<file path="src/hdl/npcs_pkg.sv">
// ----------------------------------------------------------------------------
// npcs_pkg: shared types and constants for the nearest palette colour search
// Widths, luminance weights, request codes and the structs that travel
// between the sequencer, the palette memory and the distance unit.
// ----------------------------------------------------------------------------
package npcs_pkg;

   // Palette geometry
   localparam int PALETTE_ENTRIES = 256;
   localparam int IDX_W           = $clog2(PALETTE_ENTRIES);
   localparam int CNT_W           = $clog2(PALETTE_ENTRIES + 1);

   // Fixed field widths
   localparam int COMP_W   = 8;
   localparam int ENTRY_W  = 8;
   localparam int COLOUR_W = 8;

   // Key widths
   localparam int SQ_W   = 2 * COMP_W;
   localparam int WSUM_W = SQ_W + 8;
   localparam int PRIM_W = WSUM_W - 5;
   localparam int BOX_W  = COMP_W + 2;
   localparam int LSUM_W = COMP_W + 8;
   localparam int LUM_W  = COMP_W;

   // Luminance weights, also used by the weighted metric
   localparam logic [7:0] LUMA_R = 8'd77;
   localparam logic [7:0] LUMA_G = 8'd151;
   localparam logic [7:0] LUMA_B = 8'd28;

   // Request codes
   localparam logic REQ_WRITE = 1'b0;
   localparam logic REQ_QUERY = 1'b1;

   // Metric codes
   localparam logic METRIC_PLAIN    = 1'b0;
   localparam logic METRIC_WEIGHTED = 1'b1;

   typedef struct packed {
      logic [COMP_W-1:0] r;
      logic [COMP_W-1:0] g;
      logic [COMP_W-1:0] b;
   } rgb_type;

   typedef struct packed {
      logic             valid;
      logic             last;
      logic [IDX_W-1:0] idx;
   } tag_type;

   typedef struct packed {
      logic             en;
      logic [IDX_W-1:0] addr;
      rgb_type          rgb;
   } mem_wr_type;

   typedef struct packed {
      tag_type tag;
      rgb_type rgb;
   } palette_rd_type;

   // Packed in priority order so one magnitude compare is lexicographic
   typedef struct packed {
      logic [PRIM_W-1:0] prim;
      logic [BOX_W-1:0]  box;
      logic [LUM_W-1:0]  lum;
   } key_type;

   typedef struct packed {
      tag_type tag;
      key_type key;
   } scan_res_type;

endpackage

</file>
<file path="src/hdl/npcs_dist_unit.sv">
// ----------------------------------------------------------------------------
// npcs_dist_unit: shared distance unit
// Three-stage pipeline that turns one palette entry into its search key:
// absolute differences and luminance, then squares and box distance, then
// the primary distance for the selected metric.
// ----------------------------------------------------------------------------
module npcs_dist_unit import npcs_pkg::*; (
   input  logic           clock,
   input  logic           reset,
   input  logic           metric_mode,
   input  rgb_type        query,
   input  palette_rd_type rd,
   output scan_res_type   res
);

   // Stage 1: differences and luminance
   tag_type           s1_tag_ff;
   logic [COMP_W-1:0] s1_dr_ff, s1_dg_ff, s1_db_ff;
   logic [LUM_W-1:0]  s1_lum_ff;
   logic [COMP_W-1:0] s1_dr_in, s1_dg_in, s1_db_in;
   logic [LSUM_W-1:0] lsum;

   // Stage 2: squares and box distance
   tag_type           s2_tag_ff;
   logic [SQ_W-1:0]   s2_sr_ff, s2_sg_ff, s2_sb_ff;
   logic [BOX_W-1:0]  s2_box_ff;
   logic [LUM_W-1:0]  s2_lum_ff;

   // Stage 3: primary distance
   tag_type           s3_tag_ff;
   key_type           s3_key_ff;
   key_type           s3_key_in;
   logic [WSUM_W-1:0] wsum;

   function automatic logic [COMP_W-1:0] abs_diff(input logic [COMP_W-1:0] a,
                                                   input logic [COMP_W-1:0] b);
      return (a > b) ? (a - b) : (b - a);
   endfunction

   always_comb begin
      s1_dr_in = abs_diff(rd.rgb.r, query.r);
      s1_dg_in = abs_diff(rd.rgb.g, query.g);
      s1_db_in = abs_diff(rd.rgb.b, query.b);
      lsum     = LSUM_W'(rd.rgb.r) * LSUM_W'(LUMA_R)
               + LSUM_W'(rd.rgb.g) * LSUM_W'(LUMA_G)
               + LSUM_W'(rd.rgb.b) * LSUM_W'(LUMA_B);
   end

   always_comb begin
      wsum = WSUM_W'(s2_sr_ff) * WSUM_W'(LUMA_R)
           + WSUM_W'(s2_sg_ff) * WSUM_W'(LUMA_G)
           + WSUM_W'(s2_sb_ff) * WSUM_W'(LUMA_B);
      s3_key_in.box = s2_box_ff;
      s3_key_in.lum = s2_lum_ff;
      case (metric_mode)
         METRIC_WEIGHTED: s3_key_in.prim = wsum[WSUM_W-1:5];
         default: s3_key_in.prim = PRIM_W'(s2_sr_ff) + PRIM_W'(s2_sg_ff)
                                 + PRIM_W'(s2_sb_ff);
      endcase
   end

   // Payload stages
   always_ff @(posedge clock) begin
      s1_dr_ff  <= s1_dr_in;
      s1_dg_ff  <= s1_dg_in;
      s1_db_ff  <= s1_db_in;
      s1_lum_ff <= lsum[LSUM_W-1:8];

      s2_sr_ff  <= SQ_W'(s1_dr_ff) * SQ_W'(s1_dr_ff);
      s2_sg_ff  <= SQ_W'(s1_dg_ff) * SQ_W'(s1_dg_ff);
      s2_sb_ff  <= SQ_W'(s1_db_ff) * SQ_W'(s1_db_ff);
      s2_box_ff <= BOX_W'(s1_dr_ff) + BOX_W'(s1_dg_ff) + BOX_W'(s1_db_ff);
      s2_lum_ff <= s1_lum_ff;

      s3_key_ff <= s3_key_in;
   end

   // Tags
   always_ff @(posedge clock) begin
      if (reset) begin
         s1_tag_ff <= '0;
         s2_tag_ff <= '0;
         s3_tag_ff <= '0;
      end else begin
         s1_tag_ff <= rd.tag;
         s2_tag_ff <= s1_tag_ff;
         s3_tag_ff <= s2_tag_ff;
      end
   end

   assign res.tag = s3_tag_ff;
   assign res.key = s3_key_ff;

endmodule

</file>
<file path="config.mk">
export PLATFORM = sky130hd
export DESIGN_NAME = npcs_dist_unit
export DESIGN_NICKNAME = d
export VERILOG_FILES = /design/src/hdl/npcs_pkg.sv /design/src/hdl/npcs_dist_unit.sv
export SDC_FILE = /design/constraint.sdc
export NUM_CORES = 1
export LEC_CHECK = 0
export ABC_AREA = 1
export BUFFER_PORTS_ARGS = -buffer_cell sky130_fd_sc_hd__buf_2
export CAP_MARGIN = 10
export CORE_ASPECT_RATIO = 2
export CORE_UTILIZATION = 60
export CTS_CLUSTER_DIAMETER = 30
export DETAILED_ROUTE_END_ITERATION = 6
export PLACE_DENSITY = 0.82
export SLEW_MARGIN = 25
export SYNTH_ARGS = -nofsm -noshare
export SYNTH_HDL_FRONTEND = slang
export SYNTH_SLANG_ARGS = --single-unit
</file>
<file path="constraint.sdc">
create_clock -name clock -period 14.86 [get_ports clock]
set_input_delay 1.486 -clock clock [delete_from_list [all_inputs] [get_ports clock]]
set_output_delay 1.486 -clock clock [all_outputs]
set_load 0.1 [all_outputs]
</file>
==> impl_metrics.env, run 1 <==
export IMPL_final_nets=3367
export IMPL_cp_required_ns=15.20
export IMPL_synthDistinctLibCells=46
export IMPL_status="completed"
export IMPL_cts_root_buf="clkbuf_16"
export IMPL_routedLengthMet1_mm=16.62
export IMPL_clk_pin_slew_ns=0.07
export IMPL_start_util=0.6119
export IMPL_grt_max_degree=31
export IMPL_crit_slowest_cell="fa_1"
export IMPL_ctsHoldBuffers=0
export IMPL_slowest_delay_ns=0.55
export IMPL_cts_buffer_depth=2
export IMPL_hpwl_mm=46.24
export IMPL_timing_final_crit_share=0.4103
export IMPL_maxCapViolCount=0
export IMPL_cts_repair_resized=0
export IMPL_fmax_mhz=164.0
export IMPL_netlist_instances=2569
export IMPL_crit_top_cell="fa_1"
export IMPL_worstPathMaxFanout=5
export IMPL_relSlewSlack=0.5552
export IMPL_drv_slew=0
export IMPL_syn_area_um2=21540
export IMPL_synth_largest_area_cell="fa_1"
export IMPL_crit_arrival_ns=6.44
export IMPL_drt_iter0_drc=783
export IMPL_synth_area_top_cells="fa_1 (28%), ha_1 (20%), dfxtp_1 (15%), inv_1 (11%), nand2_1 (7.3%)"
export IMPL_synth_edff_count=0
export IMPL_synth_top_area_frac=0.2761
export IMPL_h_tree_depth=4
export IMPL_hold_violations=0
export IMPL_worstPathCellList="fa_1 -> ha_1 -> a21oi_1 -> o21ai_2 -> a21oi_2 -> o21bai_1 -> xnor2_1 -> fa_1 -> fa_1 -> fa_1 -> inv_1 -> ha_1 -> a21oi_1 -> o21ai_0 -> a21oi_1 -> nand2_1 -> o21ai_0 -> nand2_1"
export IMPL_vias=17160
export IMPL_rsz0062_at_grt="false"
export IMPL_cts_tree="done"
export IMPL_overflow=0
export IMPL_place_gp_congestion=1.006
export IMPL_antenna_found_initial=2
export IMPL_io_pins=108
export IMPL_cts_sinks=162
export IMPL_synthFlopType="dfxtp_1"
export IMPL_critPathLaunchType="register"
export IMPL_insertion_delay_ns=0.46
export IMPL_crit_buf_inv=1
export IMPL_die_y_um=269.9
export IMPL_core_um2=35200
export IMPL_wl_met2_mm=30.31
export IMPL_worstMarginPinSlew_ns=0.6663
export IMPL_place_inst=3087
export IMPL_synth_warning_count=0
export IMPL_async_flop_share=0
export IMPL_avgSynthCellArea_um2=8.383
export IMPL_synth_seq_cells=162
export IMPL_drt_wirelength_per_cell_um=17.59
export IMPL_ys_seq_area_frac=0.1506
export IMPL_min_path_type="register to register"
export IMPL_drt_vias_per_instance=5.498
export IMPL_crit_type="register to register"
export IMPL_syn_to_final_growth_pct=7.013
export IMPL_finalNonFillerCells=3121
export IMPL_wirelength_mm=54.89
export IMPL_grt_pass1_wl_mm=90.63
export IMPL_drtPass1Iterations=5
export IMPL_drive_gt1_frac=0.06133
export IMPL_numCtsBuffers=17
export IMPL_grt_pass1_vias=18950
export IMPL_ant_nets=0
export IMPL_finClkSkew_ns=0.01257
export IMPL_period_minus_slack_ns=6.097
export IMPL_met3_wirelength_mm=2.160
export IMPL_endpoint_kind="register"
export IMPL_die_area_um2=36700
export IMPL_routed_top_layer="met4"
export IMPL_yosys_top_cells_count="inv_1 (632), nand2_1 (416), ha_1 (348), fa_1 (297), dfxtp_1 (162)"
export IMPL_io_buffers=107
export IMPL_die_x_um=136.0
export IMPL_finalSetupViolCount=0
export IMPL_post_cts_setup_buffers=0
export IMPL_cp_top_family="adder cells"
export IMPL_rows=97
export IMPL_setup_tns_ns=0
export IMPL_grt_usage=0.3239
export IMPL_remaining_drc_errors=0
export IMPL_yosysMostFrequentCell="inv_1"
## worst reg2reg max path, stage by stage, from the launching register on
cell      delay, ns
dfxtp_1        0.54
fa_1           0.50
ha_1           0.36
a21oi_1        0.21
o21ai_2        0.11
a21oi_2        0.34
o21bai_1       0.15
xnor2_1        0.40
fa_1           0.51
fa_1           0.47
fa_1           0.55
inv_1          0.04
ha_1           0.38
a21oi_1        0.36
o21ai_0        0.29
a21oi_1        0.18
nand2_1        0.23
o21ai_0        0.28
nand2_1        0.08
## flip-flops by register name, indices dropped and copies added, names as in the netlist
register and cells:
s2_lum_ff 8, s2_tag_ff 10, res 47, s1_db_ff 8, s2_sb_ff 15, s1_tag_ff 10, s1_dr_ff 8, s2_sg_ff 15
s2_sr_ff 15, s1_lum_ff 8, s2_box_ff 10, s1_dg_ff 8
## stage by stage
step	util	setup slack [ns]	hold WS, ns	cell area, um^2
after floorplan	-	9.195	0.3096	21570
after global placement	0.6371	8.670	0.3111	22430
after detailed placement	0.6371	8.632	0.3128	22430
after CTS	0.6546	9.002	0.3320	23040
after global routing	0.6548	8.566	0.3375	23050
final	0.6548	8.763	0.3302	23050
## per-layer routing
layer,vias to the layer above,global-route usage
met5,-,0
li1,8029,-
met4,0,0.2962
met2,594,0.6168
met1,8208,0.2744
met3,328,0.05161
## cells by family after synthesis
family	after synthesis	synth area share
simple gates	694	0.1321
buf+inv	676	0.1213
fa+ha+maj	645	0.4783
compound gates	282	0.07332
flops	162	0.1506
xor+xnor	105	0.04270
mux	3	0.001394
other cells	2	0.0003487
## path summary, 6_finish.rpt
kind	startpoint	endpoint	slack, ns	cells past startpoint
max	s2_sb_ff[5]	res[28]	8.76	18
min reg2reg	s2_box_ff[9]	res[17]	0.33	0
min	s2_box_ff[9]	res[17]	0.33	0
max reg2reg	s2_sb_ff[5]	res[28]	8.76	18
## cell type report
| type | instances | area, um^2 |
|---|---|---|
| clock buffers | 17 | 425.4 |
| fillers | 2900 | 12150 |
| inverters | 634 | 2380 |
| clock inverters | 15 | 190.2 |
| diodes | 2 | 5.005 |
| well taps | 445 | 556.8 |
| multi-input cells | 1739 | 15710 |
| flip-flops and latches | 162 | 3243 |
| repair buffers | 107 | 535.5 |
## layout by cell type, fill, tap and decap left out, types with 2 or more instances in the layout
master	n
ha_1	348
nand3b_1	12
a21oi_1	135
nand2_1	416
inv_1	632
nand4_1	15
o21ai_2	5
o21a_1	3
o21bai_1	7
nand2_2	8
nor2_1	157
nor3_1	9
buf_2	107
a21oi_2	2
o22ai_1	2
o221ai_1	3
clkbuf_16	17
conb_1	10
a31oi_1	5
o21ai_1	14
diode_2	2
xnor2_1	37
nor3_2	2
xor2_1	68
mux2i_1	3
clkinv_8	5
dfxtp_1	162
a21o_1	17
fa_1	297
o211ai_1	7
inv_6	4
nand3_1	67
inv_8	2
o21ai_0	71
o2111ai_1	2
nor2_2	3
a211oi_1	4
Power of run 1 is not shown: default switching activity piles up to over one toggle a cycle in this logic, so the estimate is an artifact.
==> run 2: changes to the inputs <==
CORE_UTILIZATION = 58   (was 60)
PLACE_DENSITY = 0.83   (was 0.82)
clock period = 5 ns   (was 14.86 ns; I/O delays follow)
==> impl_metrics.env, run 2 (synthesis results as in run 1) <==
export IMPL_status="finished with violations"
export IMPL_violations="DRC, setup timing"
export IMPL_io_buffers=107
export IMPL_setup_tns_ns=-0.2810
export IMPL_finalWorstSetupSlack_ns=-0.06596
export IMPL_drtPass1Iterations=7
export IMPL_drv_slew=0
export IMPL_mostFrequentLayoutCells="inv_1 (625), nand2_1 (384), ha_1 (324)"
export IMPL_crit_end="res[36]"
export IMPL_crit_start="s2_sb_ff[4]"
export IMPL_reg2regPathDepth=27
export IMPL_maxCapViolCount=0
export IMPL_wirelength_mm=61.13
export IMPL_place_inst=3239
export IMPL_drive_gt1_frac=0.1649
export IMPL_hpwl_mm=49.84
export IMPL_ctsHoldBuffers=0
export IMPL_crit_arrival_ns=5.41
export IMPL_place_gp_congestion=1.021
export IMPL_cp_top_family="adder cells"
export IMPL_overflow=0
export IMPL_h_tree_depth=4
export IMPL_preCtsSetupSlack_ns=-0.4290
export IMPL_drt_wirelength_per_cell_um=18.64
export IMPL_remaining_drc_errors=8
export IMPL_final_util=0.6874
export IMPL_period_minus_slack_ns=5.066
export IMPL_final_common_cell="inv_1"
export IMPL_crit_slowest_cell="fa_1"
export IMPL_die_area_um2=37950
export IMPL_relSlewSlack=0.5524
export IMPL_final_nets=3519
export IMPL_numCtsBuffers=17
export IMPL_finClkSkew_ns=0.01762
export IMPL_cts_sinks=162
export IMPL_critPathLaunchType="register"
export IMPL_crit_cells=27
export IMPL_ant_nets=0
export IMPL_antenna_cells=0
export IMPL_regToRegSetupSlack_ns=-0.07
export IMPL_rows=99
export IMPL_drt_iter0_drc=713
export IMPL_rsz0062_at_grt="true"
export IMPL_cp_required_ns=5.35
export IMPL_worstPathMaxFanout=4
export IMPL_drt_vias_per_instance=5.473
export IMPL_nFillCells=2730
export IMPL_die_x_um=138.3
export IMPL_crit_buf_inv=6
export IMPL_reg2reg_from="s2_sb_ff[4]"
export IMPL_endpoint_kind="register"
export IMPL_grt_max_degree=31
export IMPL_cts_root_buf="clkbuf_16"
export IMPL_timing_final_crit_share=1.013
export IMPL_core_um2=36540
export IMPL_grt_pass1_wl_mm=94.94
export IMPL_grt_pass1_vias=20040
export IMPL_slowest_delay_ns=0.60
export IMPL_min_path_type="primary input to register"
export IMPL_cts_buffer_depth=2
export IMPL_worstMarginPinSlew_ns=0.6666
export IMPL_start_util=0.5894
export IMPL_hold_violations=0
export IMPL_crit_type="register to register"
export IMPL_die_y_um=274.5
export IMPL_syn_to_final_growth_pct=16.63
export IMPL_rr_endpoint="res[36]"
export IMPL_largest_reg_flops=47
export IMPL_clk_pin_slew_ns=0.07
export IMPL_finalNonFillerCells=3280
export IMPL_cts_tree="done"
export IMPL_antenna_found_initial=2
export IMPL_fmax_mhz=197.4
export IMPL_io_pins=108
export IMPL_vias=17950
export IMPL_finalSetupViolCount=8
export IMPL_grt_usage=0.3269
export IMPL_insertion_delay_ns=0.46
## run 2: worst reg2reg max path, stage by stage (launching register included)
cell     delay, ns
dfxtp_4       0.36
buf_6         0.12
fa_1          0.60
ha_4          0.24
a21o_1        0.19
a21oi_2       0.20
o21ai_4       0.12
nand2_2       0.11
nand2_2       0.06
xnor2_2       0.18
fa_1          0.51
inv_2         0.04
fa_1          0.54
inv_2         0.04
fa_1          0.51
inv_2         0.05
ha_4          0.32
nand2_4       0.06
nor2_1        0.13
inv_1         0.07
nor2_1        0.09
nand2_1       0.08
nand2_2       0.11
nand2_1       0.07
nand2_1       0.06
nand2_1       0.05
inv_1         0.04
nor2_1        0.03
## run 2: layout make-up
cell class / count / area, um^2 / area share
flip-flops and latches: 162 / 3278 / 0.1305
inverters: 634 / 2381 / 0.09479
clock buffers: 17 / 425.4 / 0.01694
well taps: 454 / 568.0 / 0.02262
repair buffers: 259 / 1699 / 0.06765
multi-input cells: 1739 / 16600 / 0.6610
clock inverters: 15 / 163.9 / 0.006526
## run 2: through the flow
step	instance area, um^2	hold WS, ns
after floorplan	21570	0.3096
after global routing	25120	0.2415
after detailed placement	23510	0.3121
after global placement	23510	0.3117
final	25120	0.2440
after CTS	24430	0.2363
## run 2: repair_timing
action,4_1_cts,5_1_grt
pin swaps,28,75
setup buffers,4,5
gates resized for setup,71,153
endpoints found under the setup margin,15,20
## run 2: worst min-delay path by stage
stage,start,to,slack [ns],depth (start not counted)
after floorplan,s2_lum_ff[0],res[0],0.31,0
after global placement,s2_box_ff[7],res[15],0.31,0
after detailed placement,s2_box_ff[9],res[17],0.31,0
after CTS,rd[30],s1_tag_ff[6],0.24,3
after global routing,rd[30],s1_tag_ff[6],0.24,3
final,rd[25],s1_tag_ff[1],0.24,3
## run 2: routing by layer
metal  share of wire  track usage
met1            0.29       0.2553
met4            0.11       0.3250
met5         0.00043            0
met3           0.044      0.04873
met2            0.55       0.6611
Power of run 2 is left out for the same reason.
==> run 3: changes to the inputs <==
CELL_PAD_IN_SITES_DETAIL_PLACEMENT = 1   (was default)
CELL_PAD_IN_SITES_GLOBAL_PLACEMENT = 1   (was default)
CORE_UTILIZATION = 44   (was 58)
==> impl_metrics.env, run 3 (synthesis results as in run 1) <==
export IMPL_maxCapViolCount=0
export IMPL_die_area_um2=49890
export IMPL_final_common_cell="inv_1"
export IMPL_syn_to_final_growth_pct=18.76
export IMPL_start_util=0.4454
export IMPL_cts_tree="done"
export IMPL_cp_top_family="adder cells"
export IMPL_io_buffers=107
export IMPL_critPathLaunchType="register"
export IMPL_hpwl_mm=60.16
export IMPL_cts_sinks=162
export IMPL_remaining_drc_errors=0
export IMPL_status="finished with violations"
export IMPL_timing_final_crit_share=1.051
export IMPL_h_tree_depth=4
export IMPL_die_y_um=314.9
export IMPL_drive_gt1_frac=0.1784
export IMPL_insertion_delay_ns=0.47
export IMPL_ant_nets=0
export IMPL_drt_iter0_drc=606
export IMPL_holdWs_ns=0.2411
export IMPL_ctsHoldBuffers=0
export IMPL_reg2regPathDepth=26
export IMPL_seq_area_um2=3286
export IMPL_crit_cells=26
export IMPL_finalWorstSetupSlack_ns=-0.2540
export IMPL_cts_root_buf="clkbuf_16"
export IMPL_drv_slew=0
export IMPL_slowest_delay_ns=0.52
export IMPL_final_nets=3535
export IMPL_violations="setup timing"
export IMPL_crit_type="register to register"
export IMPL_numCtsBuffers=17
export IMPL_place_gp_congestion=0.9823
export IMPL_die_x_um=158.4
export IMPL_nFillCells=5799
export IMPL_rows=114
export IMPL_cts_buffer_depth=2
export IMPL_min_path_cells=3
export IMPL_min_path_type="primary input to register"
export IMPL_crit_slowest_cell="fa_1"
export IMPL_grt_pass1_vias=22060
export IMPL_period_minus_slack_ns=5.254
export IMPL_mostFrequentLayoutCells="inv_1 (611), nand2_1 (375), ha_1 (323)"
export IMPL_multi_input_area_um2=16650
export IMPL_wirelength_mm=76.65
export IMPL_crit_arrival_ns=5.58
export IMPL_grt_max_degree=31
export IMPL_rsz0062_at_grt="true"
export IMPL_drt_wirelength_per_cell_um=22.02
export IMPL_overflow=0
export IMPL_largest_reg_flops=47
export IMPL_fmax_mhz=190.3
export IMPL_cp_required_ns=5.33
export IMPL_grt_usage=0.3129
export IMPL_drtPass1Iterations=5
export IMPL_clk_pin_slew_ns=0.08
export IMPL_core_um2=48350
export IMPL_vias=18490
export IMPL_endpoint_kind="register"
export IMPL_antenna_found_initial=2
export IMPL_finalSetupViolCount=15
export IMPL_grt_pass1_wl_mm=115.3
export IMPL_relSlewSlack=0.5868
export IMPL_hold_violations=0
export IMPL_crit_buf_inv=7
export IMPL_finClkSkew_ns=0.01549
export IMPL_drt_vias_per_instance=5.312
export IMPL_io_pins=108
export IMPL_worstPathMaxFanout=5
export IMPL_worstMarginPinSlew_ns=0.6189
==> run 3: cell types whose count changed in the layout (fill, tap and decap cells not counted), sizes merged <==
| cell | delta |
|---|---|
| buf | +16 |
| clkinv | -2 |
| bufinv | +1 |
| clkinvlp | +1 |
| diode | +1 |
==> run 3: repair_timing <==
action | CTS | global route
resized for setup | 151 | 97
endpoints found under the setup margin | 16 | 17
buffers inserted | 4 | 8
pin swaps | 77 | 56
==> run 3: cell type report <==
cell class	count	area share
Sequential cell	162	0.1285
Antenna cell	1	0.00009784
Inverter	634	0.09324
Clock inverter	15	0.007534
Clock buffer	17	0.01663
Timing Repair Buffer	275	0.07191
Tap cell	638	0.03121
Multi-Input combinational cell	1739	0.6509
==> run 3: stage by stage <==
stage	setup TNS, ns	instances	utilization	area, um^2	setup WS [ns]
final	-1.669	3481	0.5289	25580	-0.2540
after global routing	-4.029	3481	0.5289	25580	-0.3928
after floorplan	0	2577	-	21570	0.2191
after global placement	-2.557	3437	0.4934	23860	-0.2677
after detailed placement	-4.772	3437	0.4934	23860	-0.3557
after CTS	-0.01684	3473	0.5199	25140	-0.006324
==> run 3: routing by layer <==
layer  vias to the layer above  global-route usage  part of all wire
met3                       417             0.07876             0.049
met5                         -                   0           0.00017
met1                      9135              0.2347              0.29
li1                       8337                   -                 -
met2                       599              0.6008              0.55
met4                         2              0.3149              0.12
==> run 3: path summary, 6_finish.rpt <==
kind              slack, ns            to          from
setup reg to reg      -0.25       res[30]   s2_sb_ff[4]
hold / removal         0.24  s1_tag_ff[2]        rd[26]
hold reg to reg        0.33  s2_lum_ff[7]  s1_lum_ff[7]
setup / recovery      -0.25       res[30]   s2_sb_ff[4]
==> run 3: worst register-to-register path, cell delays in order, from the launching register on <==
cell	delay (ns)
dfxtp_4	0.36
buf_6	0.11
fa_1	0.51
ha_4	0.23
a21oi_2	0.19
o21ai_2	0.10
a21oi_2	0.23
buf_4	0.17
o21ai_4	0.07
xnor2_4	0.19
fa_1	0.53
inv_1	0.07
fa_1	0.49
inv_1	0.06
fa_1	0.52
inv_2	0.05
ha_4	0.31
nand2_4	0.09
nor2_4	0.14
inv_2	0.07
buf_4	0.14
nor2_2	0.10
nand2_1	0.07
nand2_1	0.10
nand2_1	0.06
nand2_1	0.08
o21ai_2	0.09
Power of run 3 is left out for the same reason.
