<file path="config.mk">
export PLATFORM = sky130hd
export DESIGN_NAME = npcs_ctrl_flat
export DESIGN_NICKNAME = d
export VERILOG_FILES = /design/src/hdl/npcs_pkg.sv /design/src/hdl/npcs_req_if.sv /design/src/hdl/npcs_rsp_if.sv /design/src/hdl/npcs_ctrl.sv /design/src/flat_wrapper.sv
export SDC_FILE = /design/constraint.sdc
export NUM_CORES = 1
export LEC_CHECK = 0
export BUFFER_PORTS_ARGS = -buffer_cell sky130_fd_sc_hd__clkbuf_2
export CAP_MARGIN = 5
export CORE_MARGIN = 4
export CORE_UTILIZATION = 53
export DETAILED_ROUTE_END_ITERATION = 12
export GPL_TIMING_DRIVEN = 0
export HOLD_SLACK_MARGIN = 0.06
export PLACE_DENSITY = 0.93
export SLEW_MARGIN = 10
export SYNTH_ARGS = -nofsm -noshare
export SYNTH_HDL_FRONTEND = slang
export SYNTH_SLANG_ARGS = --single-unit
</file>
<file path="constraint.sdc">
create_clock -name clock -period 5.3 [get_ports clock]
set_clock_uncertainty 0.1 [all_clocks]
set_input_delay 0.265 -clock clock [delete_from_list [all_inputs] [get_ports clock]]
set_output_delay 0.265 -clock clock [all_outputs]
set_load 0.005 [all_outputs]
</file>
<file path="src/hdl/npcs_pkg.sv">
// ----------------------------------------------------------------------------
// npcs_pkg: shared types and constants for the nearest palette colour search
// Widths, luminance weights, request codes and the structs that travel
// between the sequencer, the palette memory and the distance unit.
// ----------------------------------------------------------------------------
package npcs_pkg;

   // Palette geometry
   localparam int PALETTE_ENTRIES = 256;
   localparam int IDX_W           = $clog2(PALETTE_ENTRIES);
   localparam int CNT_W           = $clog2(PALETTE_ENTRIES + 1);

   // Fixed field widths
   localparam int COMP_W   = 8;
   localparam int ENTRY_W  = 8;
   localparam int COLOUR_W = 8;

   // Key widths
   localparam int SQ_W   = 2 * COMP_W;
   localparam int WSUM_W = SQ_W + 8;
   localparam int PRIM_W = WSUM_W - 5;
   localparam int BOX_W  = COMP_W + 2;
   localparam int LSUM_W = COMP_W + 8;
   localparam int LUM_W  = COMP_W;

   // Luminance weights, also used by the weighted metric
   localparam logic [7:0] LUMA_R = 8'd77;
   localparam logic [7:0] LUMA_G = 8'd151;
   localparam logic [7:0] LUMA_B = 8'd28;

   // Request codes
   localparam logic REQ_WRITE = 1'b0;
   localparam logic REQ_QUERY = 1'b1;

   // Metric codes
   localparam logic METRIC_PLAIN    = 1'b0;
   localparam logic METRIC_WEIGHTED = 1'b1;

   typedef struct packed {
      logic [COMP_W-1:0] r;
      logic [COMP_W-1:0] g;
      logic [COMP_W-1:0] b;
   } rgb_type;

   typedef struct packed {
      logic             valid;
      logic             last;
      logic [IDX_W-1:0] idx;
   } tag_type;

   typedef struct packed {
      logic             en;
      logic [IDX_W-1:0] addr;
      rgb_type          rgb;
   } mem_wr_type;

   typedef struct packed {
      tag_type tag;
      rgb_type rgb;
   } palette_rd_type;

   // Packed in priority order so one magnitude compare is lexicographic
   typedef struct packed {
      logic [PRIM_W-1:0] prim;
      logic [BOX_W-1:0]  box;
      logic [LUM_W-1:0]  lum;
   } key_type;

   typedef struct packed {
      tag_type tag;
      key_type key;
   } scan_res_type;

endpackage

</file>
<file path="src/hdl/npcs_req_if.sv">
// ----------------------------------------------------------------------------
// npcs_req_if: request channel
// Valid/ready channel carrying palette writes and colour queries.
// ----------------------------------------------------------------------------
interface npcs_req_if import npcs_pkg::*; ();

   logic                valid;
   logic                ready;
   logic                req_type;
   logic [ENTRY_W-1:0]  entry_index;
   logic [COMP_W-1:0]   red;
   logic [COMP_W-1:0]   green;
   logic [COMP_W-1:0]   blue;

   modport source (
      output valid, req_type, entry_index, red, green, blue,
      input  ready
   );

   modport sink (
      input  valid, req_type, entry_index, red, green, blue,
      output ready
   );

endinterface

</file>
<file path="src/hdl/npcs_rsp_if.sv">
// ----------------------------------------------------------------------------
// npcs_rsp_if: response channel
// Valid/ready channel carrying the index of the best palette entry.
// ----------------------------------------------------------------------------
interface npcs_rsp_if import npcs_pkg::*; ();

   logic                valid;
   logic                ready;
   logic [COLOUR_W-1:0] colour_index;

   modport source (
      output valid, colour_index,
      input  ready
   );

   modport sink (
      input  valid, colour_index,
      output ready
   );

endinterface

</file>
<file path="src/hdl/npcs_ctrl.sv">
// ----------------------------------------------------------------------------
// npcs_ctrl: request sequencer and best-match tracker
// Takes requests, writes the palette, walks every entry through the distance
// unit for a query, keeps the running minimum and presents the result.
// ----------------------------------------------------------------------------
module npcs_ctrl import npcs_pkg::*; (
   input  logic          clock,
   input  logic          reset,
   npcs_req_if.sink      req_chan,
   npcs_rsp_if.source    rsp_chan,
   output mem_wr_type    mem_wr,
   output tag_type       rd_issue,
   output rgb_type       query,
   input  scan_res_type  res
);

   typedef enum logic [2:0] {
      ST_IDLE   = 3'b001,
      ST_SCAN   = 3'b010,
      ST_FINISH = 3'b100
   } state_type;

   localparam logic [CNT_W-1:0] CNT_END  = CNT_W'(PALETTE_ENTRIES);
   localparam logic [CNT_W-1:0] CNT_LAST = CNT_W'(PALETTE_ENTRIES - 1);
   localparam logic [ENTRY_W:0] IDX_LIM  = (ENTRY_W + 1)'(PALETTE_ENTRIES);

   state_type           state_ff, state_in;
   logic [CNT_W-1:0]    addr_ff, addr_in;
   rgb_type             colour_ff, colour_in;
   key_type             best_key_ff, best_key_in;
   logic [IDX_W-1:0]    best_idx_ff, best_idx_in;
   logic                have_ff, have_in;
   logic                rsp_valid_ff, rsp_valid_in;
   logic [COLOUR_W-1:0] rsp_idx_ff, rsp_idx_in;

   logic accept;
   logic rsp_take;
   logic better;

   assign req_chan.ready = (state_ff == ST_IDLE);
   assign accept         = req_chan.valid && req_chan.ready;
   assign rsp_take       = rsp_valid_ff && rsp_chan.ready;
   assign better         = !have_ff || (res.key < best_key_ff);

   assign rsp_chan.valid        = rsp_valid_ff;
   assign rsp_chan.colour_index = rsp_idx_ff;

   // Palette write: drop indexes beyond the palette
   assign mem_wr.en       = accept && (req_chan.req_type == REQ_WRITE)
                          && ({1'b0, req_chan.entry_index} < IDX_LIM);
   assign mem_wr.addr     = req_chan.entry_index[IDX_W-1:0];
   assign mem_wr.rgb      = '{r: req_chan.red, g: req_chan.green, b: req_chan.blue};

   // Scan read issue, one entry per cycle
   assign rd_issue.valid = (state_ff == ST_SCAN) && (addr_ff < CNT_END);
   assign rd_issue.last  = (addr_ff == CNT_LAST);
   assign rd_issue.idx   = addr_ff[IDX_W-1:0];

   assign query = colour_ff;

   always_comb begin
      state_in     = state_ff;
      addr_in      = addr_ff;
      colour_in    = colour_ff;
      best_key_in  = best_key_ff;
      best_idx_in  = best_idx_ff;
      have_in      = have_ff;
      rsp_valid_in = rsp_valid_ff && !rsp_take;
      rsp_idx_in   = rsp_idx_ff;

      case (state_ff)
         ST_IDLE: begin
            if (accept && (req_chan.req_type == REQ_QUERY)) begin
               colour_in = '{r: req_chan.red, g: req_chan.green, b: req_chan.blue};
               addr_in   = '0;
               have_in   = 1'b0;
               state_in  = ST_SCAN;
            end
         end
         ST_SCAN: begin
            if (rd_issue.valid) begin
               addr_in = addr_ff + CNT_W'(1);
            end
            if (res.tag.valid && better) begin
               best_key_in = res.key;
               best_idx_in = res.tag.idx;
               have_in     = 1'b1;
            end
            if (res.tag.valid && res.tag.last) begin
               state_in = ST_FINISH;
            end
         end
         ST_FINISH: begin
            // Hold until the output register is free
            if (!rsp_valid_ff || rsp_take) begin
               rsp_valid_in = 1'b1;
               rsp_idx_in   = COLOUR_W'(best_idx_ff);
               state_in     = ST_IDLE;
            end
         end
         default: begin
            state_in = ST_IDLE;
         end
      endcase
   end

   always_ff @(posedge clock) begin
      if (reset) begin
         state_ff     <= ST_IDLE;
         addr_ff      <= '0;
         have_ff      <= 1'b0;
         rsp_valid_ff <= 1'b0;
      end else begin
         state_ff     <= state_in;
         addr_ff      <= addr_in;
         have_ff      <= have_in;
         rsp_valid_ff <= rsp_valid_in;
      end
   end

   always_ff @(posedge clock) begin
      colour_ff   <= colour_in;
      best_key_ff <= best_key_in;
      best_idx_ff <= best_idx_in;
      rsp_idx_ff  <= rsp_idx_in;
   end

`ifndef SYNTHESIS
   a_res_in_scan: assert property (@(posedge clock) disable iff (reset)
      res.tag.valid |-> state_ff == ST_SCAN)
      else $error("scan result outside of a scan");

   a_addr_bound: assert property (@(posedge clock) disable iff (reset)
      addr_ff <= CNT_END)
      else $error("scan address counter overran the palette");

   a_last_finish: assert property (@(posedge clock) disable iff (reset)
      res.tag.valid && res.tag.last |=> state_ff == ST_FINISH)
      else $error("last scan result did not finish the query");

   a_finish_has_best: assert property (@(posedge clock) disable iff (reset)
      state_ff == ST_FINISH |-> have_ff)
      else $error("query finished without any candidate");
`endif

endmodule

</file>
<file path="src/flat_wrapper.sv">
// flat-port wrapper written by rule: the top's interface ports become plain ports
module npcs_ctrl_flat import npcs_pkg::*;
  (clock, reset, mem_wr, rd_issue, query, res, req_chan_valid, req_chan_req_type, req_chan_entry_index, req_chan_red, req_chan_green, req_chan_blue, req_chan_ready, rsp_chan_valid, rsp_chan_colour_index, rsp_chan_ready);
  npcs_req_if req_chan_i ();
  npcs_rsp_if rsp_chan_i ();
  input  logic clock;
  input  logic reset;
  output mem_wr_type mem_wr;
  output tag_type rd_issue;
  output rgb_type query;
  input  scan_res_type res;
  input wire logic [$bits(req_chan_i.valid)-1:0] req_chan_valid;
  input wire logic [$bits(req_chan_i.req_type)-1:0] req_chan_req_type;
  input wire logic [$bits(req_chan_i.entry_index)-1:0] req_chan_entry_index;
  input wire logic [$bits(req_chan_i.red)-1:0] req_chan_red;
  input wire logic [$bits(req_chan_i.green)-1:0] req_chan_green;
  input wire logic [$bits(req_chan_i.blue)-1:0] req_chan_blue;
  output wire logic [$bits(req_chan_i.ready)-1:0] req_chan_ready;
  output wire logic [$bits(rsp_chan_i.valid)-1:0] rsp_chan_valid;
  output wire logic [$bits(rsp_chan_i.colour_index)-1:0] rsp_chan_colour_index;
  input wire logic [$bits(rsp_chan_i.ready)-1:0] rsp_chan_ready;
  assign req_chan_i.valid = req_chan_valid;
  assign req_chan_i.req_type = req_chan_req_type;
  assign req_chan_i.entry_index = req_chan_entry_index;
  assign req_chan_i.red = req_chan_red;
  assign req_chan_i.green = req_chan_green;
  assign req_chan_i.blue = req_chan_blue;
  assign req_chan_ready = req_chan_i.ready;
  assign rsp_chan_valid = rsp_chan_i.valid;
  assign rsp_chan_colour_index = rsp_chan_i.colour_index;
  assign rsp_chan_i.ready = rsp_chan_ready;
  npcs_ctrl u_core (.clock(clock), .reset(reset), .req_chan(req_chan_i), .rsp_chan(rsp_chan_i), .mem_wr(mem_wr), .rd_issue(rd_issue), .query(query), .res(res));
endmodule
</file>
==> out/metrics.cfg, run 1 <==
[timing]
hold_violations = 0
final-setup-viol-count = 0
min_period_ns = 2.88
finalCritPeriodShare_pct = 54.4
relSlewSlack_pct = 41.5
rsz0062_at_grt = false
worst-slew-pin-transition_ns = 0.876
fmax_mhz = 347
slew_viol_final = 0
fin_setup_tns_ns = 0

[power]
swShare_pct = 25.4
ir_worst_vdd_mv = 0.264
power_switching_w = 0.000364
p_int_w = 0.00107
clock_power_share_pct = 32.6
leakagePower_nw = 2.76
powerDensity_mw_per_mm2 = 238
total_power_w = 0.00143
p_seq_share_pct = 55.2
p_comb_share_pct = 12.1

[floorplan]
start_util_pct = 54.7
die_y_um = 97.3
core_sq_mm = 0.00773
io_pins = 161
die-area_sq_mm = 0.00946
die_w_um = 97.3
num_rows = 32

[placed_design]
place.port_buffers = 151
dpl_cell_area_sq_mm = 0.00513
hpwlAfterDp_um = 7720
place_congestion = 0.919

[synthesis]
synth.top_cells.by_area = edfxtp_1 (55%), ha_1 (11%), buf_4 (7.1%)
ys_seq_area_share_pct = 61.4
synth_cells = 330
netlist-cell-type-count = 37
synth_top_area_cell = edfxtp_1
synth_seq_cells = 91
synth_top_cell_area_share_pct = 54.7
dominantRegCellSynth = edfxtp_1
synth_edf_count = 77
syn-num-nets = 452
async_flop_share_pct = 0
synth_area_sq_mm = 0.00422
syn_area_per_cell_sq_um = 12.8
yosysWarningCount = 0

[global_routing]
grt_pass1_wl_um = 18800
grt_usage_pct = 25.5
grt_pass1_vias = 3663
antenna_found_initial = 0
grt-ovfl-total = 0
grt_max_degree = 28

[clock_network]
clk_pin_slew_ns = 0.09
clock_path_buffers = 2
cts_max_level = 3
cts_made_buffers = 9
clock_sinks = 91
root_buffer = clkbuf_8
insertion_delay_ns = 0.37
cts_tree = built

[worst_setup_path]
rrSetupSlack_ns = 2.62
crit_fanout = 27
endpoint_kind = flop
critPathLaunchType = input port
required_ns = 5.27
cp.arrival_ns = 2.85
worstSetupPathType = in2reg

[final_layout]
nets = 684
regArea_sq_mm = 0.00259
fillers = 430
final_area_sq_mm = 0.00602
area_growth_pct = 42.5
mostFrequentLayoutCell = clkbuf_2
postLayoutCoreUtil_pct = 77.9
diodes = 0
drive_gt1_share_pct = 38.6
layout_common_cells = clkbuf_2 (151), edfxtp_1 (77), dlygate4sd3_1 (69), inv_1 (40), buf_4 (40)
multi_input_area_sq_mm = 0.00117

[drt]
dr.pass1.iters = 4
ant_nets = 0
routedWlPerCell_um = 17.5
drtIter0Drc = 122
routed_wl_um = 11700
vias = 3342
vias_per_cell = 5.00
route.detailed.drc = 0

[run_status]
status = finished clean

[worst_hold_path]
hold_path.class = in2reg

[flow_run]
cap_violations = 0

-- Yosys cell counts (all sizes together), types with 2 or more instances --
library cell  number
nor4               2
nand2             23
nand4              6
o21ai              7
o21bai             2
nand2b             2
buf               41
nor2b              2
nor3               5
a21oi             25
xnor2              3
nor2              17
edfxtp            77
dfxtp             14
nand3              8
ha                38
or2b               2
inv               40
xor2               3
nor3b              3
-- critical path, stage by stage --
cell and delay, ns:
dlygate4sd3_1 0.55, clkbuf_2 0.12, ha_1 0.30, a21oi_1 0.12, o21ai_0 0.10, a221oi_1 0.34, nor2_1 0.09, o21bai_1 0.13
o211a_2 0.57, buf_16 0.26
-- what timing repair did --
action                                 CTS  global route
gates resized for setup                  0             0
buffers inserted                         0             0
endpoints found under the hold margin   69             0
setup endpoints to repair                0             0
hold buffers                            69             0
-- cells by family (layout without fill, tap and decap cells) --
group | Yosys count | in the layout | share of synthesized area, %
AO/OA/AOI/OAI | 41 | 41 | 5.84
flip-flops | 91 | 91 | 61.4
buffers and inverters | 82 | 319 | 10.9
XOR/XNOR | 6 | 6 | 1.24
AND/OR/NAND/NOR | 72 | 72 | 9.42
adder cells (fa/ha/maj) | 38 | 38 | 11.3
-- power groups by stage --
stage	clock, W	sequential, W	combinational [W]
floorplan	0	0.000807	0.0000555
global placement	0	0.000806	0.000120
detailed placement	0	0.000807	0.000127
CTS	0.000465	0.000791	0.000169
global route	0.000515	0.000792	0.000188
finish	0.000468	0.000791	0.000174
-- final timing paths --
kind         cells after the start                         endpoint             startpoint
max                             10           u_core.best_key_ff[10]                res[16]
min                              4               u_core.state_ff[1]                res[45]
max reg2reg                      9           u_core.best_key_ff[10]  u_core.best_key_ff[2]
min reg2reg                      0  u_core.rsp_chan.colour_index[3]  u_core.best_idx_ff[3]
-- sequential cells by signal, indices dropped and copies added (netlist names) --
register                      cells
u_core.best_key_ff               37
u_core.query                     24
u_core.addr_ff                    9
u_core.best_idx_ff                8
u_core.rsp_chan.colour_index      8
u_core.state_ff                   3
u_core.have_ff                    1
u_core.rsp_chan.valid             1
-- routing by layer --
metal	routed length [um]	share of wire, %	up-vias	global-route usage (%)
met4	348	3.0	0	9.16
met1	3980	34	1565	25.3
met5	0	0	-	0
li1	-	-	1589	-
met2	6650	57	160	50.2
met3	758	6.5	28	6.82
-- metrics by stage --
| stage | cells | hold WS, ns | setup slack (ns) |
|---|---|---|---|
| floorplan | 330 | 0.264 | 2.54 |
| global placement | 583 | 0.300 | 2.04 |
| detailed placement | 584 | 0.309 | 2.61 |
| CTS | 669 | 0.0982 | 2.43 |
| global route | 669 | 0.124 | 2.24 |
| finish | 669 | 0.106 | 2.42 |
-- final cells by class --
| cell class | instances | share of cell area [%] |
|---|---|---|
| sequential | 91 | 43.1 |
| multi-input combinational | 157 | 19.5 |
| tap | 102 | 2.12 |
| clock buffer | 9 | 2.06 |
| timing repair buffer | 221 | 24.5 |
| buffer | 41 | 5.05 |
| inverter | 41 | 2.58 |
| clock inverter | 7 | 1.18 |
Power figures use the tool's default switching activity.
==> inputs of run 2 (changes only) <==
CORE_UTILIZATION = 49   (was 53)
PLACE_DENSITY = 0.87   (was 0.93)
clock period = 2.68 ns   (was 5.3 ns; I/O delays follow)
==> out/metrics.cfg, run 2 (synthesis gave the netlist of run 1 again) <==
[power]
powerDensity_mw_per_mm2 = 457
ir_worst_vdd_mv = 0.300
leakagePower_nw = 2.78

[final_layout]
layout_common_cells = clkbuf_2 (151), edfxtp_1 (77), dlygate4sd3_1 (74), inv_1 (40), buf_4 (40)
nets = 691
diodes = 0
area_growth_pct = 44.6
top_register = u_core.best_key_ff
drive_gt1_share_pct = 38.8
postLayoutCoreUtil_pct = 73.6
instances_no_fill = 677
largest_reg_flops = 37
mostFrequentLayoutCell = clkbuf_2

[worst_setup_path]
crit_buf_inv = 2
cp_slowest_cell = dlygate4sd3_1
required_ns = 2.67
r2r-start = u_core.best_key_ff[16]
path_cells = dlygate4sd3_1 -> clkbuf_2 -> ha_1 -> nand4_1 -> nor4_2 -> nand4_1 -> o211a_4
cp_common_cell = nand4_1
critPathTopFamily = simple AND/OR/NAND/NOR gates
crit_fanout = 12
worstSetupPathType = in2reg
max_stage_delay_ns = 0.54
rr_endpoint = u_core.best_idx_ff[1]
rrSetupSlack_ns = 0.27
cp.arrival_ns = 2.48
critPathLaunchType = input port
r2r_cells = 8
endpoint_kind = flop

[drt]
vias_per_cell = 4.88
routed_wl_um = 10500
route.detailed.drc = 0
drtIter0Drc = 84
routedWlPerCell_um = 15.4
vias = 3306
dr.pass1.iters = 4
ant_nets = 0

[flow_run]
cap_violations = 0

[global_routing]
grt_pass1_wl_um = 15700
antenna_found_initial = 0
grt_usage_pct = 20.0
grtUsageMet2_pct = 37.8
grt-ovfl-total = 0
grt_pass1_vias = 3272
grt_use_met3_pct = 4.50
busiest_layer = met2
grt_max_degree = 46
grt.met1_usage_pct = 22.5

[timing]
finalCritPeriodShare_pct = 93.0
hold_violations = 0
fmax_mhz = 401
final-setup-viol-count = 0
worst-slew-pin-transition_ns = 0.910
relSlewSlack_pct = 39.3
min_period_ns = 2.49
slew_viol_final = 0
fin_setup_tns_ns = 0

[worst_hold_path]
worstHoldEndpoint = u_core.have_ff
hp-start = req_chan_valid
hold_path.class = in2reg
hold_depth = 4

[clock_network]
cts_made_buffers = 9
cts_max_level = 3
insertion_delay_ns = 0.35
clock_sinks = 91
clock_path_buffers = 2
clk_pin_slew_ns = 0.08
cts_tree = built
root_buffer = clkbuf_8

[floorplan]
die_y_um = 101
num_rows = 33
io_pins = 161
die_w_um = 101
core_sq_mm = 0.00830
start_util_pct = 50.9
die-area_sq_mm = 0.0102

[placed_design]
placed_cells = 586
place_congestion = 0.776
hpwlAfterDp_um = 6710
place.port_buffers = 151

[run_status]
status = finished clean

[run 2: changes by cell type in the layout (fill, tap and decap cells not counted), moves of 2 or more]
| cell | delta |
|---|---|
| o211a_4 | +4 |
| clkinv_2 | +2 |
| inv_8 | -2 |
| dlygate4sd3_1 | +5 |
[run 2: layer usage]
layer	routed length [um]	share of wire [%]
met1	4040	39
met2	5700	55
met3	591	5.7
met4	114	1.1
met5	0	0
[run 2: metrics by stage]
stage                     cell area, sq um  total power, W  hold slack [ns]  setup WS (ns)
after CTS                             6040         0.00280            0.148         0.0600
after floorplan                       4220         0.00171            0.133          0.186
after global placement                5110         0.00183            0.212         -0.126
after detailed placement              5110         0.00184            0.213         -0.254
final                                 6110         0.00279            0.167          0.187
after global routing                  6110         0.00291            0.216       -0.00358
[run 2: where the power goes]
part | switching [W] | internal (W) | leakage [nW] | total [W]
combinational | 0.000147 | 0.000201 | 1.88 | 0.000348
clock | 0.000460 | 0.000419 | 0.0909 | 0.000880
sequential | 0.00000829 | 0.00155 | 0.813 | 0.00156
[run 2: timing repair]
action	4_1_cts	5_1_grt
endpoints found under the hold margin	74	0
cloned	0	3
hold buffers	74	0
endpoints found under the setup margin	45	45
buffers inserted	0	0
resized for setup	1	6
[run 2: area by class of cell]
cell class | instances | area (sq um)
sequential | 91 | 2590
fill | 540 | 2190
timing repair buffer | 225 | 1500
multi-input combinational | 160 | 1250
buffer | 41 | 304
inverter | 41 | 155
tap | 105 | 131
clock buffer | 9 | 124
clock inverter | 5 | 56.3
[run 2: worst max path at each step]
stage / start / to / slack (ns) / cells past startpoint
after floorplan: u_core.best_key_ff[14] / u_core.best_idx_ff[0] / 0.19 / 8
after global placement: u_core.best_key_ff[2] / u_core.best_key_ff[36] / -0.13 / 8
after detailed placement: u_core.best_key_ff[2] / u_core.best_key_ff[7] / -0.25 / 8
after CTS: res[2] / u_core.best_key_ff[36] / 0.06 / 9
after global routing: res[14] / u_core.best_idx_ff[1] / -0.004 / 9
final: res[36] / u_core.best_idx_ff[1] / 0.19 / 7
[run 2: tightest hold or removal path, stage by stage]
cell,delay [ns]
clkbuf_2,0.13
nand3_2,0.15
a22oi_1,0.08
nor2_1,0.08
==> inputs of run 3 (changes only) <==
ABC_AREA = 1   (was not set)
TNS_END_PERCENT = 20   (was not set)
==> out/metrics.cfg, run 3 <==
[placed_design]
place.port_buffers = 152
dpl_cell_area_sq_mm = 0.00523
pre_cts_ws_ns = 0.191
place_congestion = 0.769
placed_cells = 629
hpwlAfterDp_um = 7300

[clock_network]
cts_made_buffers = 9
cts_tree = built
cts_max_level = 3
insertion_delay_ns = 0.35
clk_pin_slew_ns = 0.09
root_buffer = clkbuf_8
clock_sinks = 91
clock_path_buffers = 2

[synthesis]
synth_commonest_cells = edfxtp_1 (77), inv_1 (62), nand2_1 (55)
dominantRegCellSynth = edfxtp_1
netlist-cell-type-count = 31
syn_area_per_cell_sq_um = 11.6
synth.most_common_cell = edfxtp_1
syn-num-nets = 493
synth_top_area_cell = edfxtp_1
synth_cells = 371
synth_area_sq_mm = 0.00431
synth_edf_count = 77
synth_top_cell_area_share_pct = 53.6
yosysWarningCount = 0
synth_seq_cells = 91
async_flop_share_pct = 0
synth.top_cells.by_area = edfxtp_1 (54%), ha_1 (11%), buf_4 (7.0%)
ys_seq_area_share_pct = 60.1

[global_routing]
grt_pass1_vias = 3484
antenna_found_initial = 0
grt-ovfl-total = 0
grt_usage_pct = 20.1
grt_max_degree = 33
grt_pass1_wl_um = 16000

[final_layout]
largest_reg_flops = 37
drive_gt1_share_pct = 36.0
nets = 733
fillers = 564
area_growth_pct = 43.9
diodes = 0
regArea_sq_mm = 0.00259
mostFrequentLayoutCell = clkbuf_2
top_register = u_core.best_key_ff
instances_no_fill = 721
final_area_sq_mm = 0.00620
multi_input_area_sq_mm = 0.00118
layout_common_cells = clkbuf_2 (152), edfxtp_1 (77), dlygate4sd3_1 (75), inv_1 (61), nand2_1 (55)

[power]
powerDensity_mw_per_mm2 = 474
ir_worst_vdd_mv = 0.391
leakagePower_nw = 2.99

[floorplan]
die-area_sq_mm = 0.0104
num_rows = 33
die_w_um = 102
io_pins = 161
core_sq_mm = 0.00838
die_y_um = 102
start_util_pct = 51.5

[timing]
rsz0062_at_grt = false
final-setup-viol-count = 0
relSlewSlack_pct = 36.9
fmax_mhz = 416
finalCritPeriodShare_pct = 89.7
min_period_ns = 2.40
hold_violations = 0
setup_slack_ns = 0.277
slew_viol_final = 0
worst-slew-pin-transition_ns = 0.945
whs_ns = 0.125

[worst_setup_path]
required_ns = 2.62
crit_fanout = 32
cp_slowest_cell = dlygate4sd3_1
endpoint_kind = flop
critPathLaunchType = input port
worstSetupPathType = in2reg
path_cells = dlygate4sd3_1 -> clkbuf_2 -> ha_1 -> nand2_1 -> inv_1 -> nand2_1 -> nand2_1 -> nand2_1 -> a21oi_1 -> nor2_1 -> nand3_1 -> nand2_1 -> nand3_1 -> clkinv_4 -> buf_12
cp_common_cell = nand2_1
max_stage_delay_ns = 0.56
cp.arrival_ns = 2.35

[drt]
route.detailed.drc = 0
vias = 3373
routed_wl_um = 10300
dr.pass1.iters = 4
drtIter0Drc = 43
vias_per_cell = 4.68
routedWlPerCell_um = 14.3
ant_nets = 0

[worst_hold_path]
hold_path.class = in2reg

[flow_run]
cap_violations = 0

[run_status]
status = finished clean

## run 3: worst paths after layout
| path | from | end | slack (ns) | cells after the start |
|---|---|---|---|---|
| worst max-delay path | res[24] | u_core.best_key_ff[30] | 0.28 | 15 |
| worst min-delay path | req_chan_req_type | u_core.addr_ff[1] | 0.12 | 4 |
| worst max register to register | u_core.state_ff[0] | u_core.state_ff[0] | 0.32 | 8 |
| worst min register to register | u_core.best_idx_ff[7] | u_core.rsp_chan.colour_index[7] | 0.31 | 0 |
## run 3: cells by family (layout without fill, tap and decap cells)
kind of cell | Yosys count | count (layout) | share of synthesized area, %
and+or+nand+nor | 103 | 103 | 11.7
buffers and inverters | 104 | 349 | 12.6
xor gates and xnor gates | 2 | 2 | 0.406
adders and majority gates | 38 | 38 | 11.0
AOI/OAI and AO/OA | 33 | 33 | 4.15
DFF | 91 | 91 | 60.1
## run 3: metrics by stage
stage | power, W | util (%) | setup TNS [ns]
5_1_grt | 0.00307 | 74.0 | 0
2_1_floorplan | 0.00174 | - | 0
4_1_cts | 0.00297 | 73.9 | 0
3_5_place_dp | 0.00190 | 62.3 | 0
3_3_place_gp | 0.00188 | 62.1 | -24.87
6_report | 0.00294 | 74.0 | 0
## run 3: per-layer routing
metal / share of wire (%) / vias up / track usage, %
met5: 0 / - / 0
met4: 2.1 / 0 / 7.37
met3: 5.5 / 18 / 4.71
met2: 56 / 116 / 38.2
met1: 36 / 1555 / 21.5
li1: - / 1684 / -
## run 3: worst max-delay path, delay by kind of cell
family | cells | cell delay (ns)
compound gates | 1 | 0.06
buf+inv | 5 | 1.03
simple gates | 8 | 0.80
fa+ha+maj | 1 | 0.32
## run 3: report_power, final
part	internal (W)	switching [W]
clock network	0.000522	0.000463
registers	0.00156	0.0000111
logic	0.000212	0.000169
total	0.00230	0.000643
## run 3: what timing repair did
action	CTS	global route
hold buffers	75	0
endpoints found under the setup margin	0	32
setup buffers	0	1
gates resized for setup	0	3
hold endpoints to repair	74	0
## run 3: final cells by class
| cell class | instances | share of cell area (%) |
|---|---|---|
| plain buffers | 40 | 4.84 |
| clock buffers | 9 | 2.00 |
| clock inverters | 7 | 1.49 |
| inverters | 64 | 3.97 |
| multi-input cells | 176 | 19.0 |
| flip-flops and latches | 91 | 41.8 |
| well taps | 105 | 2.12 |
| repair buffers | 229 | 24.8 |
